<file path="src/rtl/sct_pkg.sv">
// ----------------------------------------------------------------------------
// sct_pkg
// Shared types and constants for the shape collision tester.
// ----------------------------------------------------------------------------
package sct_pkg;

  localparam int CoordBitsDef = 16;

  typedef enum logic [2:0] {
    FUNC_RECT_RECT   = 3'd0,
    FUNC_CIRC_CIRC   = 3'd1,
    FUNC_POINT_RECT  = 3'd2,
    FUNC_POINT_CIRC  = 3'd3,
    FUNC_CIRC_RECT   = 3'd4
  } func_e;

  // Comparison-only results of the first stage.
  typedef struct packed {
    logic rect_rect;  // both axes overlap strictly
    logic pt_rect;    // point A strictly inside rect B
    logic ext_in;     // one of circle A's axis extremes inside rect B
  } sct_flags_t;

endpackage

</file>
<file path="src/rtl/shape_collision_tester_top.sv">
// ----------------------------------------------------------------------------
// shape_collision_tester_top
// One 2D collision query per transaction, answered by a one-bit hit.
//
//   channel  ports                          handshake
//   query    func_i, a_*_i, b_*_i           start_i && !busy_o
//   result   hit_o                          valid_o, one cycle, no stall
//
// Three-stage pipeline: compares and differences, squares, sums and select.
// An accepted query is registered in stages 1, 2 and 3 before its result shows.
// One query per cycle; busy_o stays low since the output never stalls.
// Reset clears the stage valid bits only.
// ----------------------------------------------------------------------------
module shape_collision_tester_top #(
  parameter int COORD_BITS = sct_pkg::CoordBitsDef
) (
  input  logic                         clk_i,
  input  logic                         rst_ni,
  input  logic                         start_i,
  output logic                         busy_o,
  input  logic [2:0]                   func_i,
  input  logic signed [COORD_BITS-1:0] a_x0_i,
  input  logic signed [COORD_BITS-1:0] a_y0_i,
  input  logic signed [COORD_BITS-1:0] a_x1_i,
  input  logic signed [COORD_BITS-1:0] a_y1_i,
  input  logic [COORD_BITS-2:0]        a_rad_i,
  input  logic signed [COORD_BITS-1:0] b_x0_i,
  input  logic signed [COORD_BITS-1:0] b_y0_i,
  input  logic signed [COORD_BITS-1:0] b_x1_i,
  input  logic signed [COORD_BITS-1:0] b_y1_i,
  input  logic [COORD_BITS-2:0]        b_rad_i,
  output logic                         valid_o,
  output logic                         hit_o
);

  localparam int W = COORD_BITS;

  sct_pkg::sct_flags_t flags_d, s1_flags_q, s2_flags_q;
  logic [W-1:0]        dx0_d, dx1_d, dy0_d, dy1_d, rad_d;
  logic [W-1:0]        s1_dx0_q, s1_dx1_q, s1_dy0_q, s1_dy1_q, s1_rad_q;
  logic [2:0]          s1_func_q, s2_func_q;
  logic [2*W-1:0]      s2_sx0_q, s2_sx1_q, s2_sy0_q, s2_sy1_q, s2_rr_q;
  logic                s1_valid_q, s2_valid_q, s3_valid_q;
  logic                hit_d, hit_q;
  logic [2*W:0]        d00, d01, d10, d11, rr_e;
  logic                b00, b01, b10, b11;
  logic                accept;

  assign busy_o = 1'b0;
  assign accept = start_i && !busy_o;

  sct_geom #(.COORD_BITS(COORD_BITS)) u_geom (
    .func_i  (func_i),
    .a_x0_i  (a_x0_i),
    .a_y0_i  (a_y0_i),
    .a_x1_i  (a_x1_i),
    .a_y1_i  (a_y1_i),
    .a_rad_i (a_rad_i),
    .b_x0_i  (b_x0_i),
    .b_y0_i  (b_y0_i),
    .b_x1_i  (b_x1_i),
    .b_y1_i  (b_y1_i),
    .b_rad_i (b_rad_i),
    .flags_o (flags_d),
    .dx0_o   (dx0_d),
    .dx1_o   (dx1_d),
    .dy0_o   (dy0_d),
    .dy1_o   (dy1_d),
    .rad_o   (rad_d)
  );

  always_ff @(posedge clk_i or negedge rst_ni) begin
    if (!rst_ni) begin
      s1_valid_q <= 1'b0;
      s2_valid_q <= 1'b0;
      s3_valid_q <= 1'b0;
    end else begin
      s1_valid_q <= accept;
      s2_valid_q <= s1_valid_q;
      s3_valid_q <= s2_valid_q;
    end
  end

  // stage 1
  always_ff @(posedge clk_i) begin
    if (accept) begin
      s1_func_q  <= func_i;
      s1_flags_q <= flags_d;
      s1_dx0_q   <= dx0_d;
      s1_dx1_q   <= dx1_d;
      s1_dy0_q   <= dy0_d;
      s1_dy1_q   <= dy1_d;
      s1_rad_q   <= rad_d;
    end
  end

  // stage 2: squares
  always_ff @(posedge clk_i) begin
    if (s1_valid_q) begin
      s2_func_q  <= s1_func_q;
      s2_flags_q <= s1_flags_q;
      s2_sx0_q   <= (2*W)'(s1_dx0_q) * (2*W)'(s1_dx0_q);
      s2_sx1_q   <= (2*W)'(s1_dx1_q) * (2*W)'(s1_dx1_q);
      s2_sy0_q   <= (2*W)'(s1_dy0_q) * (2*W)'(s1_dy0_q);
      s2_sy1_q   <= (2*W)'(s1_dy1_q) * (2*W)'(s1_dy1_q);
      s2_rr_q    <= (2*W)'(s1_rad_q) * (2*W)'(s1_rad_q);
    end
  end

  // stage 3: distance compares and test select
  assign d00  = {1'b0, s2_sx0_q} + {1'b0, s2_sy0_q};
  assign d01  = {1'b0, s2_sx0_q} + {1'b0, s2_sy1_q};
  assign d10  = {1'b0, s2_sx1_q} + {1'b0, s2_sy0_q};
  assign d11  = {1'b0, s2_sx1_q} + {1'b0, s2_sy1_q};
  assign rr_e = {1'b0, s2_rr_q};
  assign b00  = d00 < rr_e;
  assign b01  = d01 < rr_e;
  assign b10  = d10 < rr_e;
  assign b11  = d11 < rr_e;

  always_comb begin
    case (s2_func_q)
      sct_pkg::FUNC_RECT_RECT:  hit_d = s2_flags_q.rect_rect;
      sct_pkg::FUNC_CIRC_CIRC:  hit_d = b00;
      sct_pkg::FUNC_POINT_RECT: hit_d = s2_flags_q.pt_rect;
      sct_pkg::FUNC_POINT_CIRC: hit_d = b00;
      sct_pkg::FUNC_CIRC_RECT:  hit_d = s2_flags_q.ext_in || b00 || b01 || b10 || b11;
      default:                  hit_d = 1'b0;
    endcase
  end

  always_ff @(posedge clk_i) begin
    if (s2_valid_q) begin
      hit_q <= hit_d;
    end
  end

  assign valid_o = s3_valid_q;
  assign hit_o   = s3_valid_q && hit_q;

endmodule

</file>
<file path="src/rtl/sct_geom.sv">
// ----------------------------------------------------------------------------
// sct_geom
// First-stage geometry: strict rectangle compares, circle extremes, absolute
// coordinate differences and the selected radius.
// ----------------------------------------------------------------------------
module sct_geom #(
  parameter int COORD_BITS = sct_pkg::CoordBitsDef
) (
  input  logic [2:0]                   func_i,
  input  logic signed [COORD_BITS-1:0] a_x0_i,
  input  logic signed [COORD_BITS-1:0] a_y0_i,
  input  logic signed [COORD_BITS-1:0] a_x1_i,
  input  logic signed [COORD_BITS-1:0] a_y1_i,
  input  logic [COORD_BITS-2:0]        a_rad_i,
  input  logic signed [COORD_BITS-1:0] b_x0_i,
  input  logic signed [COORD_BITS-1:0] b_y0_i,
  input  logic signed [COORD_BITS-1:0] b_x1_i,
  input  logic signed [COORD_BITS-1:0] b_y1_i,
  input  logic [COORD_BITS-2:0]        b_rad_i,
  output sct_pkg::sct_flags_t          flags_o,
  output logic [COORD_BITS-1:0]        dx0_o,
  output logic [COORD_BITS-1:0]        dx1_o,
  output logic [COORD_BITS-1:0]        dy0_o,
  output logic [COORD_BITS-1:0]        dy1_o,
  output logic [COORD_BITS-1:0]        rad_o
);

  localparam int W = COORD_BITS;

  function automatic logic [W-1:0] abs_diff(input logic signed [W-1:0] a,
                                            input logic signed [W-1:0] b);
    logic signed [W:0] d;
    d = $signed({a[W-1], a}) - $signed({b[W-1], b});
    if (d < 0) begin
      d = -d;
    end
    return d[W-1:0];
  endfunction

  logic signed [W:0] ax_e, ay_e, bx0_e, by0_e, bx1_e, by1_e, rad_e;
  logic signed [W:0] ext_px, ext_nx, ext_py, ext_ny;
  logic              y_in, x_in;

  assign ax_e  = $signed({a_x0_i[W-1], a_x0_i});
  assign ay_e  = $signed({a_y0_i[W-1], a_y0_i});
  assign bx0_e = $signed({b_x0_i[W-1], b_x0_i});
  assign by0_e = $signed({b_y0_i[W-1], b_y0_i});
  assign bx1_e = $signed({b_x1_i[W-1], b_x1_i});
  assign by1_e = $signed({b_y1_i[W-1], b_y1_i});
  assign rad_e = $signed({2'b00, a_rad_i});

  assign ext_px = ax_e + rad_e;
  assign ext_nx = ax_e - rad_e;
  assign ext_py = ay_e + rad_e;
  assign ext_ny = ay_e - rad_e;

  assign x_in = (a_x0_i > b_x0_i) && (a_x0_i < b_x1_i);
  assign y_in = (a_y0_i > b_y0_i) && (a_y0_i < b_y1_i);

  always_comb begin
    flags_o.rect_rect = (a_x0_i < b_x1_i) && (a_x1_i > b_x0_i) &&
                        (a_y0_i < b_y1_i) && (a_y1_i > b_y0_i);
    flags_o.pt_rect   = x_in && y_in;
    flags_o.ext_in    = (y_in && (ext_px > bx0_e) && (ext_px < bx1_e)) ||
                        (y_in && (ext_nx > bx0_e) && (ext_nx < bx1_e)) ||
                        (x_in && (ext_py > by0_e) && (ext_py < by1_e)) ||
                        (x_in && (ext_ny > by0_e) && (ext_ny < by1_e));
  end

  assign dx0_o = abs_diff(a_x0_i, b_x0_i);
  assign dx1_o = abs_diff(a_x0_i, b_x1_i);
  assign dy0_o = abs_diff(a_y0_i, b_y0_i);
  assign dy1_o = abs_diff(a_y0_i, b_y1_i);

  always_comb begin
    case (func_i)
      sct_pkg::FUNC_CIRC_CIRC:  rad_o = {1'b0, a_rad_i} + {1'b0, b_rad_i};
      sct_pkg::FUNC_POINT_CIRC: rad_o = {1'b0, b_rad_i};
      sct_pkg::FUNC_CIRC_RECT:  rad_o = {1'b0, a_rad_i};
      default:                  rad_o = '0;
    endcase
  end

endmodule

</file>
<file path="config.mk">
export PLATFORM = sky130hd
export DESIGN_NAME = shape_collision_tester_top
export DESIGN_NICKNAME = d
export VERILOG_FILES = /design/src/rtl/sct_pkg.sv /design/src/rtl/shape_collision_tester_top.sv /design/src/rtl/sct_geom.sv
export SDC_FILE = /design/constraint.sdc
export NUM_CORES = 2
export LEC_CHECK = 0
export BUFFER_PORTS_ARGS = -buffer_cell sky130_fd_sc_hd__buf_2
export CORE_MARGIN = 3
export CORE_UTILIZATION = 30
export CTS_BUF_LIST = sky130_fd_sc_hd__clkbuf_16
export DETAILED_ROUTE_END_ITERATION = 8
export REMOVE_ABC_BUFFERS = 1
export SYNTH_ARGS = -nofsm -noshare
export SYNTH_HDL_FRONTEND = slang
export SYNTH_HIERARCHICAL = 1
export SYNTH_SLANG_ARGS = --single-unit
</file>
<file path="constraint.sdc">
create_clock -name clk_i -period 9.55 [get_ports clk_i]
set_input_delay 0.955 -clock clk_i [delete_from_list [all_inputs] [get_ports clk_i]]
set_output_delay 0.955 -clock clk_i [all_outputs]
set_load 0.01 [all_outputs]
</file>
==> impl_metrics.yaml <==
logic_synthesis:
  synthDominantCellAreaShare: 0.266
  netlist_top_cells_area: "fa_1 (27%), ha_1 (21%), edfxtp_1 (12%), inv_1 (8.6%), xnor2_1 (3.9%)"
  syn_inst: 6906
  synth.largest_area_cell: "fa_1"
  synth_commonest_cells: "inv_1 (1,430), ha_1 (1,058), fa_1 (831), nand2_1 (461), nor2_1 (448)"
  syn_avg_cell_area_um2: 9.06
  yosys_warnings: 6
  yosysSeqAreaShare: 0.120
  synth_cell_types: 96
  ys_ff_latch: 251
  synthMuxAreaShare: 0.00322
  synth_compound_area_frac: 0.121
  synth_top_family_by_area: "adder cells"
  synthSimpleGateAreaFrac: 0.128
  synth_edf_count: 248
  yosys.area_share.adder: 0.477
  synthArstFlopShare: 0.0120
  netlist_area_um2: 62600
  post-synth-top-count-cell: "inv_1"
  synth_ff_type: "edfxtp_1"
  synth_xor_area_frac: 0.0574
global_routing:
  grt_use_total: 0.159
  antenna_found_initial: 5
  grt_pass1_wl_um: 274000
  grt_pass1_vias: 50600
  grt_overflow: 0
  grt_max_degree: 64
clock_network:
  cts_root_buf: "clkbuf_16"
  worstSkewPairLatency_ns: 0.63
  hold_buffers: 0
  clk_pin_slew_worst_paths_ns: 0.06
  cts_setup_buffers: 0
  cts.repair.resized: 0
  cts_tree: "built"
  cts_buffer_depth: 3
  h-tree-depth: 1
  cts.sinks: 251
  cts_inserted_buffers: 30
critical_path:
  cp.arrival_ns: 7.58
  path_max_fanout: 18
  crit_type: "reg2reg"
  cp_common_cell: "fa_1"
  cp-start-kind: "flop"
  cp_slowest_cell: "edfxtp_1"
  cpPeakStageDelay_ns: 0.76
  cp-end-kind: "flop"
  crit_chain: "nand2_1 > fa_1 > fa_1 > inv_1 > fa_1 > inv_1 > fa_1 > inv_1 > fa_1 > fa_1 > ha_1 > and3_1 > o31a_1 > a211o_1 > nor3_2 > o21ai_1 > o41a_1 > a211o_1 > a21oi_2 > o211ai_1 > o211a_1 > xnor2_1"
  r2r_cells: 22
  crit_required_ns: 9.92
floorplanning:
  die_w_um: 463
  core_um2: 207000
  die_h_um: 463
  ios: 167
  die_area_um2: 214000
  start_util: 0.302
  rows: 167
placed_design:
  post-dp-hpwl_um: 148000
  place_inst: 9744
  io_buffers: 165
  place.gp.congestion: 0.958
finish:
  drive_gt1_frac: 0.0435
  syn_to_final_growth_pct: 7.79
  final_cells: 9801
  fillerInstances: 21700
  nets: 9041
drt:
  final_antenna_net_count: 0
  firstDrtPassIters: 6
  wl_per_cell_um: 17.4
  drt_iter0_markers: 2828
  drc_errors: 0
  viasPerCell: 4.90
  routed_wl_um: 171000
  routed-via-count: 48000
timing:
  rsz0062_at_grt: "no"
  fin_skew_ns: 0.0429
  maxClockFrequency_mhz: 139
  post-route-min-period_ns: 7.21
  worst_slew_pin_slew_ns: 1.13
  finalHoldViolCount: 0
  maxSlewHeadroom: 0.227
  setup_viol_count_final: 0
  slew_viol_final: 0
  period_share: 0.755
  finalSetupTns_ns: 0
min_path:
  holdCritPathClass: "in2async"
flow_run:
  cap_violations: 0
outcome:
  status: "completed"
-- sequential cells by signal, summed over array words and instances (netlist names), 31 cells and up --
name / flops
s2_sx1_q: 31
s2_sy0_q: 31
s2_rr_q: 31
s2_sy1_q: 31
s2_sx0_q: 31
-- cell usage in the layout (no fill, tap or decap), types with 21 or more instances in the layout --
cell          n
and3_1       31
and2_1      212
o21bai_1     53
a21o_1      178
fa_1        831
ha_1       1058
xor2_1      131
or3_1        24
o31ai_1      21
nand3_1      83
nor4_1       23
or2_2        31
nand4_1      58
nand2b_1     52
o21ai_0     181
buf_2       164
a211oi_1     34
nor3_1       84
inv_1      1435
clkbuf_16    30
edfxtp_1    248
o211ai_1     33
o21a_1       81
a31oi_1      25
xnor2_1     279
nand2_1     461
nor2_1      448
a21oi_1     309
nor2b_1      97
-- stage by stage --
stage,instance area [um^2],setup WS (ns),hold slack [ns],util
CTS,67500,2.37,0.116,0.325
global route,67500,1.97,0.132,0.325
global placement,66500,2.42,0.373,0.321
detailed placement,66500,2.40,0.379,0.321
floorplan,62100,2.92,0.362,-
finish,67500,2.34,0.153,0.325
-- critical path, delay by kind of cell (launching register included) --
kind,cells,cell delay (ns)
fa+ha+maj,7,3.39
compound gates,8,1.95
flops,1,0.76
simple gates,3,0.56
buf+inv,3,0.16
xor+xnor,1,0.12
-- layout make-up --
| class | count | area (um^2) | area share |
|---|---|---|---|
| flip-flops and latches | 251 | 7530 | 0.112 |
| multi-input cells | 5103 | 49200 | 0.730 |
| clock inverters | 26 | 233 | 0.00345 |
| clock buffers | 30 | 751 | 0.0111 |
| repair buffers | 169 | 858 | 0.0127 |
| inverters | 1433 | 5380 | 0.0797 |
| well taps | 2788 | 3490 | 0.0517 |
| diodes | 1 | 2.50 | 0.0000371 |
-- path summary, 6_finish.rpt --
| path | start | end | slack [ns] |
|---|---|---|---|
| max | s1_dx0_q[9]$_DFFE_PP_ | s2_sx0_q[31]$_DFFE_PP_ | 2.34 |
| min | rst_ni | s1_valid_q$_DFF_PN0_ | 0.15 |
| max reg2reg | s1_dx0_q[9]$_DFFE_PP_ | s2_sx0_q[31]$_DFFE_PP_ | 2.34 |
| min reg2reg | s2_valid_q$_DFF_PN0_ | valid_o$_DFF_PN0_ | 0.39 |
| max in group asynchronous | rst_ni | s1_valid_q$_DFF_PN0_ | 9.28 |
| min in group clk_i | s2_valid_q$_DFF_PN0_ | valid_o$_DFF_PN0_ | 0.39 |
-- routing by layer --
layer / up-vias / part of all wire / global-route usage
met5: - / 0 / 0
met4: 0 / 0.042 / 0.0592
met3: 239 / 0.055 / 0.0171
met2: 1333 / 0.46 / 0.267
met1: 23600 / 0.44 / 0.210
li1: 22800 / - / -
-- logic make-up (layout without fill, tap and decap cells) --
logic type	Yosys count	in the layout
AO/OA/AOI/OAI	1129	1129
XOR/XNOR	410	410
adder cells (fa/ha/maj)	1889	1889
buffers and inverters	1552	1658
flip-flops	251	251
multiplexers	19	19
other	1	2
AND/OR/NAND/NOR	1655	1655
Power is left out: the tool's default activity adds up to more than one toggle a clock period on the data nets, which glitch-free logic cannot reach.
